===== config.mk =====
export PLATFORM = sky130hd
export DESIGN_NAME = bbt_ctrl
export DESIGN_NICKNAME = d
export VERILOG_FILES = /design/src/bbt_pkg.sv /design/src/bbt_ctrl.sv
export SDC_FILE = /design/constraint.sdc
export NUM_CORES = 1
export LEC_CHECK = 0
export ABC_AREA = 1
export BUFFER_PORTS_ARGS = -buffer_cell sky130_fd_sc_hd__buf_2
export CAP_MARGIN = 20
export CORE_MARGIN = 4
export CORE_UTILIZATION = 30
export DETAILED_ROUTE_END_ITERATION = 16
export GPL_TIMING_DRIVEN = 0
export SLEW_MARGIN = 20
export SYNTH_ARGS = -nofsm -noshare
export SYNTH_HDL_FRONTEND = slang
export SYNTH_SLANG_ARGS = --single-unit

===== constraint.sdc =====
create_clock -name clk -period 3.1 [get_ports clk]
set_clock_uncertainty 0.05 [all_clocks]
set_input_delay 0 -clock clk [delete_from_list [all_inputs] [get_ports clk]]
set_output_delay 0 -clock clk [all_outputs]
set_load 0.01 [all_outputs]

===== src/bbt_pkg.sv =====
// bbt_pkg: shared constants, datapath op codes and controller/datapath structs
// for the bollinger band tracker; no dependencies
`default_nettype none
package bbt_pkg;

	localparam int WINDOW_MAX = 64;
	localparam int PRICE_BITS = 24;

	localparam int WLEN_W    = 7;
	localparam int GAIN_W    = 16;
	localparam int GAIN_FRAC = 12;
	localparam int CFG_W     = 16;
	localparam int CFG_IDX_W = 1;
	localparam int MID_W     = 24;
	localparam int BAND_W    = 28;

	localparam logic [CFG_IDX_W-1:0] REG_WINDOW_LENGTH = 1'd0;
	localparam logic [CFG_IDX_W-1:0] REG_BAND_GAIN     = 1'd1;

	localparam logic [WLEN_W-1:0] WLEN_RESET = 7'd20;
	localparam logic [GAIN_W-1:0] GAIN_RESET = 16'd8192;

	localparam int SLOT_W = $clog2(WINDOW_MAX);
	localparam int HELD_W = $clog2(WINDOW_MAX + 1);
	localparam int CMP_W  = (HELD_W > WLEN_W) ? HELD_W : WLEN_W;
	localparam int SUM_W  = PRICE_BITS + SLOT_W;
	localparam int SQ_W   = 2 * PRICE_BITS + SLOT_W;
	localparam int HALF_W = SQ_W / 2;
	localparam int X_W    = SQ_W + CMP_W;
	localparam int DVS_W  = 2 * CMP_W;
	localparam int ROOT_W = PRICE_BITS;
	localparam int RAD_W  = 2 * PRICE_BITS;
	localparam int OFF_W  = GAIN_W + ROOT_W - GAIN_FRAC;
	localparam int EXT_W  = ((OFF_W > MID_W) ? OFF_W : MID_W) + 3;
	localparam int CNT_W  = $clog2(X_W + 1);

	localparam int OP_W = 4;
	localparam logic [OP_W-1:0] OP_NOP      = 4'd0;
	localparam logic [OP_W-1:0] OP_ACCEPT   = 4'd1;
	localparam logic [OP_W-1:0] OP_ACC      = 4'd2;
	localparam logic [OP_W-1:0] OP_DIV_S    = 4'd3;
	localparam logic [OP_W-1:0] OP_DIV_STEP = 4'd4;
	localparam logic [OP_W-1:0] OP_MID      = 4'd5;
	localparam logic [OP_W-1:0] OP_NQ_HI    = 4'd6;
	localparam logic [OP_W-1:0] OP_DIV_X    = 4'd7;
	localparam logic [OP_W-1:0] OP_SQ_LOAD  = 4'd8;
	localparam logic [OP_W-1:0] OP_SQ_STEP  = 4'd9;
	localparam logic [OP_W-1:0] OP_OFF      = 4'd10;
	localparam logic [OP_W-1:0] OP_OUT      = 4'd11;

	typedef struct packed {
		logic [OP_W-1:0] op;
	} cmd_t;

	typedef struct packed {
		logic acc_done;
		logic bands_ok;
		logic out_free;
	} stat_t;

endpackage
`default_nettype wire


===== src/bbt_ctrl.sv =====
// bbt_ctrl: sequencing state machine of the bollinger band tracker
// depends on bbt_pkg; drives bbt_dp through cmd_t and reads stat_t
`default_nettype none
module bbt_ctrl (
	input  wire logic          clk,
	input  wire logic          arst_n,
	input  wire logic          in_valid,
	output logic               in_ready,
	output bbt_pkg::cmd_t      cmd,
	input  wire bbt_pkg::stat_t st
);

	localparam logic [3:0] S_IDLE = 4'd0;
	localparam logic [3:0] S_ACC  = 4'd1;
	localparam logic [3:0] S_CHK  = 4'd2;
	localparam logic [3:0] S_DIVS = 4'd3;
	localparam logic [3:0] S_MID  = 4'd4;
	localparam logic [3:0] S_NQH  = 4'd5;
	localparam logic [3:0] S_XL   = 4'd6;
	localparam logic [3:0] S_DIVX = 4'd7;
	localparam logic [3:0] S_SQL  = 4'd8;
	localparam logic [3:0] S_SQS  = 4'd9;
	localparam logic [3:0] S_OFF  = 4'd10;
	localparam logic [3:0] S_FIN  = 4'd11;

	logic [3:0]              state_q, state_d;
	logic [bbt_pkg::CNT_W-1:0] cnt_q, cnt_d;

	assign in_ready = (state_q == S_IDLE);

	always_comb begin
		state_d = state_q;
		cnt_d   = cnt_q;
		cmd.op  = bbt_pkg::OP_NOP;
		unique case (state_q)
			S_IDLE: begin
				if (in_valid) begin
					cmd.op  = bbt_pkg::OP_ACCEPT;
					state_d = S_ACC;
				end
			end
			S_ACC: begin
				cmd.op = bbt_pkg::OP_ACC;
				if (st.acc_done) state_d = S_CHK;
			end
			S_CHK: begin
				if (st.bands_ok) begin
					cmd.op  = bbt_pkg::OP_DIV_S;
					cnt_d   = bbt_pkg::CNT_W'(bbt_pkg::X_W);
					state_d = S_DIVS;
				end else begin
					state_d = S_FIN;
				end
			end
			S_DIVS: begin
				cmd.op = bbt_pkg::OP_DIV_STEP;
				cnt_d  = cnt_q - 1'b1;
				if (cnt_q == bbt_pkg::CNT_W'(1)) state_d = S_MID;
			end
			S_MID: begin
				cmd.op  = bbt_pkg::OP_MID;
				state_d = S_NQH;
			end
			S_NQH: begin
				cmd.op  = bbt_pkg::OP_NQ_HI;
				state_d = S_XL;
			end
			S_XL: begin
				cmd.op  = bbt_pkg::OP_DIV_X;
				cnt_d   = bbt_pkg::CNT_W'(bbt_pkg::X_W);
				state_d = S_DIVX;
			end
			S_DIVX: begin
				cmd.op = bbt_pkg::OP_DIV_STEP;
				cnt_d  = cnt_q - 1'b1;
				if (cnt_q == bbt_pkg::CNT_W'(1)) state_d = S_SQL;
			end
			S_SQL: begin
				cmd.op  = bbt_pkg::OP_SQ_LOAD;
				cnt_d   = bbt_pkg::CNT_W'(bbt_pkg::ROOT_W);
				state_d = S_SQS;
			end
			S_SQS: begin
				cmd.op = bbt_pkg::OP_SQ_STEP;
				cnt_d  = cnt_q - 1'b1;
				if (cnt_q == bbt_pkg::CNT_W'(1)) state_d = S_OFF;
			end
			S_OFF: begin
				cmd.op  = bbt_pkg::OP_OFF;
				state_d = S_FIN;
			end
			S_FIN: begin
				if (st.out_free) begin
					cmd.op  = bbt_pkg::OP_OUT;
					state_d = S_IDLE;
				end
			end
			default: begin
				state_d = S_IDLE;
			end
		endcase
	end

	always_ff @(posedge clk or negedge arst_n) begin
		if (!arst_n) begin
			state_q <= S_IDLE;
			cnt_q   <= '0;
		end else begin
			state_q <= state_d;
			cnt_q   <= cnt_d;
		end
	end

	a_accept_to_acc: assert property (@(posedge clk) disable iff (!arst_n)
		in_valid && in_ready |=> state_q == S_ACC)
		else $error("accepted beat did not start accumulation");

	a_div_count: assert property (@(posedge clk) disable iff (!arst_n)
		(state_q == S_DIVS || state_q == S_DIVX || state_q == S_SQS) |-> cnt_q != '0)
		else $error("step counter ran out inside an iteration");

	a_fin_exit: assert property (@(posedge clk) disable iff (!arst_n)
		state_q == S_FIN && st.out_free |=> state_q == S_IDLE)
		else $error("finished result not handed to output register");

endmodule
`default_nettype wire


==> flow_metrics.py <==
metrics = {
    "final_layout": {
        "fillers": 272,
        "design_area_um2": 892,
        "area_growth_pct": 15.6,
        "n_antenna_cell": 0,
        "final_nets": 144,
        "drive_gt1_frac": 0.179,
    },
    "clocking": {
        "clock_latency_ns": 0.26,
        "cts_buffer_depth": 2,
        "cts_sinks": 10,
        "cts_resized": 0,
        "clkSlewWorstSetupHoldPaths_ns": 0.06,
        "cts_made_buffers": 3,
        "cts_max_level": 1,
        "tritoncts": "done",
        "cts_root_buf": "clkbuf_4",
    },
    "sta": {
        "rsz0062_at_grt": "no",
        "finalHoldViolations": 0,
        "tns_ns": 0,
        "fin_hold_ws_ns": 0.0451,
        "relSlewSlack": 0.759,
        "setup_viol": 0,
        "timing.final.crit_share": 0.500,
        "tightest_slew_ns": 0.360,
        "layout_min_cycle_time_ns": 1.55,
        "final_max_slew_viol_count": 0,
        "fmax_ghz": 0.645,
        "layout_setup_ws_ns": 1.55,
    },
    "global_route": {
        "use_met2": 0.188,
        "grt_pass1_vias": 740,
        "grt.total_usage": 0.121,
        "busiest_layer": "met2",
        "grt-ovfl-total": 0,
        "grt_use_met3": 0.0329,
        "grt_max_degree": 11,
        "antenna_found_initial": 0,
        "grt_pass1_wl_um": 3190,
        "grt_util_met1": 0.157,
    },
    "pwr": {
        "p_leak_nw": 0.480,
        "pwr_density_cell_nw_per_um2": 252,
        "ir_drop_mv": 0.236,
    },
    "floorplanning": {
        "start_util": 0.314,
        "die_h_um": 58.7,
        "dieArea_um2": 3450,
        "boundaryPins": 11,
        "num_rows": 18,
        "die_x_um": 58.7,
        "placeableCoreArea_um2": 2450,
    },
    "synth": {
        "synth_area_leaders": "dfrtp_1, nand2_1, inv_1, nand3_1, nor2_1",
        "ys_seq_area_frac": 0.324,
        "postSynthCellCount": 120,
        "syn_area_um2": 772,
        "synth_nets": 128,
        "syn_area_per_cell_um2": 6.43,
        "ys_types": 19,
        "yosys.area.top_type": "dfrtp_1",
        "netlist.area_leader.share": 0.324,
        "ys_ff_latch": 10,
        "yosysWarnings": 0,
    },
    "flow_run": {
        "drv_cap": 0,
    },
    "critical_path": {
        "required_ns": 3.05,
        "slowest_delay_ns": 0.45,
        "rr_worst_depth": 6,
        "reg2reg_from": "state_q[3]$_DFFE_PN0P_",
        "cp_cell_sequence": "nor2_1 -> nand2_1 -> o2111ai_1 -> buf_2",
        "critPathLaunch": "state_q[3]$_DFFE_PN0P_",
        "crit_type": "reg2out",
        "r2r_setup_slack_ns": 1.61,
        "critPathSlowestCell": "dfrtp_1",
        "start_kind": "register",
        "critPathMaxFanout": 6,
        "cp-end-kind": "output port",
        "r2r_end": "cnt_q[4]$_DFFE_PN0P_",
        "arrival_ns": 1.50,
        "path_delay_family": "simple AND/OR/NAND/NOR gates",
        "cp_num_buf_inv": 1,
    },
    "drt": {
        "ant_nets": 0,
        "route.detailed.drc": 0,
        "finalWirelength_um": 1720,
        "firstDrtPassIters": 4,
        "vias": 780,
        "drt_iter0_markers": 20,
        "wire_per_inst_um": 10.5,
        "via_per_inst": 4.76,
    },
    "status": {
        "status": "completed",
    },
    "placed_design": {
        "place_congestion": 0.861,
        "port-buffer-count": 10,
        "dp_hpwl_um": 1430,
        "placed_area_um2": 860,
        "place_worst_setup_slack_ns": 1.62,
    },
    "hold_path": {
        "hp-class": "in2reg",
        "hold_path_startpoint": "st[0]",
        "hold_path_end": "state_q[0]$_DFFE_PN0P_",
        "hold_depth": 4,
    },
}
[metrics by stage]
stage                     power [mW]  utilization  instances
final                          0.225        0.363        164
after global routing           0.239        0.363        164
after CTS                      0.231        0.363        164
after detailed placement       0.140        0.350        160
after global placement         0.140        0.350        160
after floorplan                0.134            -        120
[repair_timing]
item	4_1_cts	5_1_grt
endpoints found under the hold margin	10	0
buffers inserted	0	0
hold buffers	1	0
[cells in the final DEF, fill, tap and decap left out, drive strengths merged]
| cell type | Yosys | final |
|---|---|---|
| nand4 | 4 | 4 |
| dlygate4sd3 | 0 | 1 |
| o2111ai | 1 | 1 |
| nor3b | 1 | 1 |
| o211ai | 2 | 2 |
| nor2 | 15 | 15 |
| xor2 | 1 | 1 |
| clkbuf | 0 | 3 |
| inv | 23 | 23 |
| nand2 | 37 | 37 |
| ha | 2 | 2 |
| nand3 | 12 | 12 |
| buf | 0 | 10 |
| a21oi | 3 | 3 |
| o21ai | 9 | 9 |
| dfrtp | 10 | 10 |
[worst max-delay path by stage]
stage | end | slack (ns) | depth (start not counted)
global placement | cnt_q[4]$_DFFE_PN0P_ | 1.64 | 6
detailed placement | cnt_q[4]$_DFFE_PN0P_ | 1.62 | 6
floorplan | cnt_q[3]$_DFFE_PN0P_ | 1.83 | 6
finish | cmd[0] | 1.55 | 4
global route | cmd[0] | 1.39 | 4
CTS | cmd[0] | 1.54 | 4
[per-layer routing]
metal,share of wire,routed length (µm)
met5,0,0
met4,0.021,36
met3,0.045,77
met2,0.46,793
met1,0.47,808
[Yosys cell counts]
cell / number
a21oi_1: 3
dfrtp_1: 10
ha_1: 2
inv_1: 18
inv_2: 5
nand2_1: 33
nand2_2: 2
nand2_4: 2
nand3_1: 12
nand4_1: 4
nor2_1: 13
nor2_2: 1
nor2_4: 1
nor3b_1: 1
o2111ai_1: 1
o211ai_1: 2
o21ai_0: 4
o21ai_1: 5
xor2_1: 1
[kinds of logic after synthesis]
group | after synthesis | synth area share
buffers and inverters | 23 | 0.112
adder cells (fa/ha/maj) | 2 | 0.0324
AO/OA/AOI/OAI | 15 | 0.109
AND/OR/NAND/NOR | 69 | 0.412
flip-flops | 10 | 0.324
XOR/XNOR | 1 | 0.0113
[worst min-delay path: cells and delay by family]
| kind | cells | cell delay (ns) |
|---|---|---|
| buffers and inverters | 2 | 0.16 |
| AO/OA/AOI/OAI | 2 | 0.16 |
[state kept, by name, summed over array words and instances, names as in the netlist]
signal / flops
state_q: 4
cnt_q: 6
[area by class of cell]
cell class                 count  area (µm²)  share of cell area
tap                           30        37.5              0.0421
clock buffer                   3        22.5              0.0252
sequential                    10         250               0.281
multi-input combinational     87         435               0.488
timing repair buffer          11        60.1              0.0673
inverter                      23        86.3              0.0968
[power by group]
part	switching [mW]	internal [mW]	leakage (nW)
Sequential	0	0.130	0.110
Combinational	0.00447	0.00335	0.357
Clock	0.0418	0.0448	0.0138
Total	0.0463	0.179	0.480
Note: power is estimated with default switching activity, not from simulation.
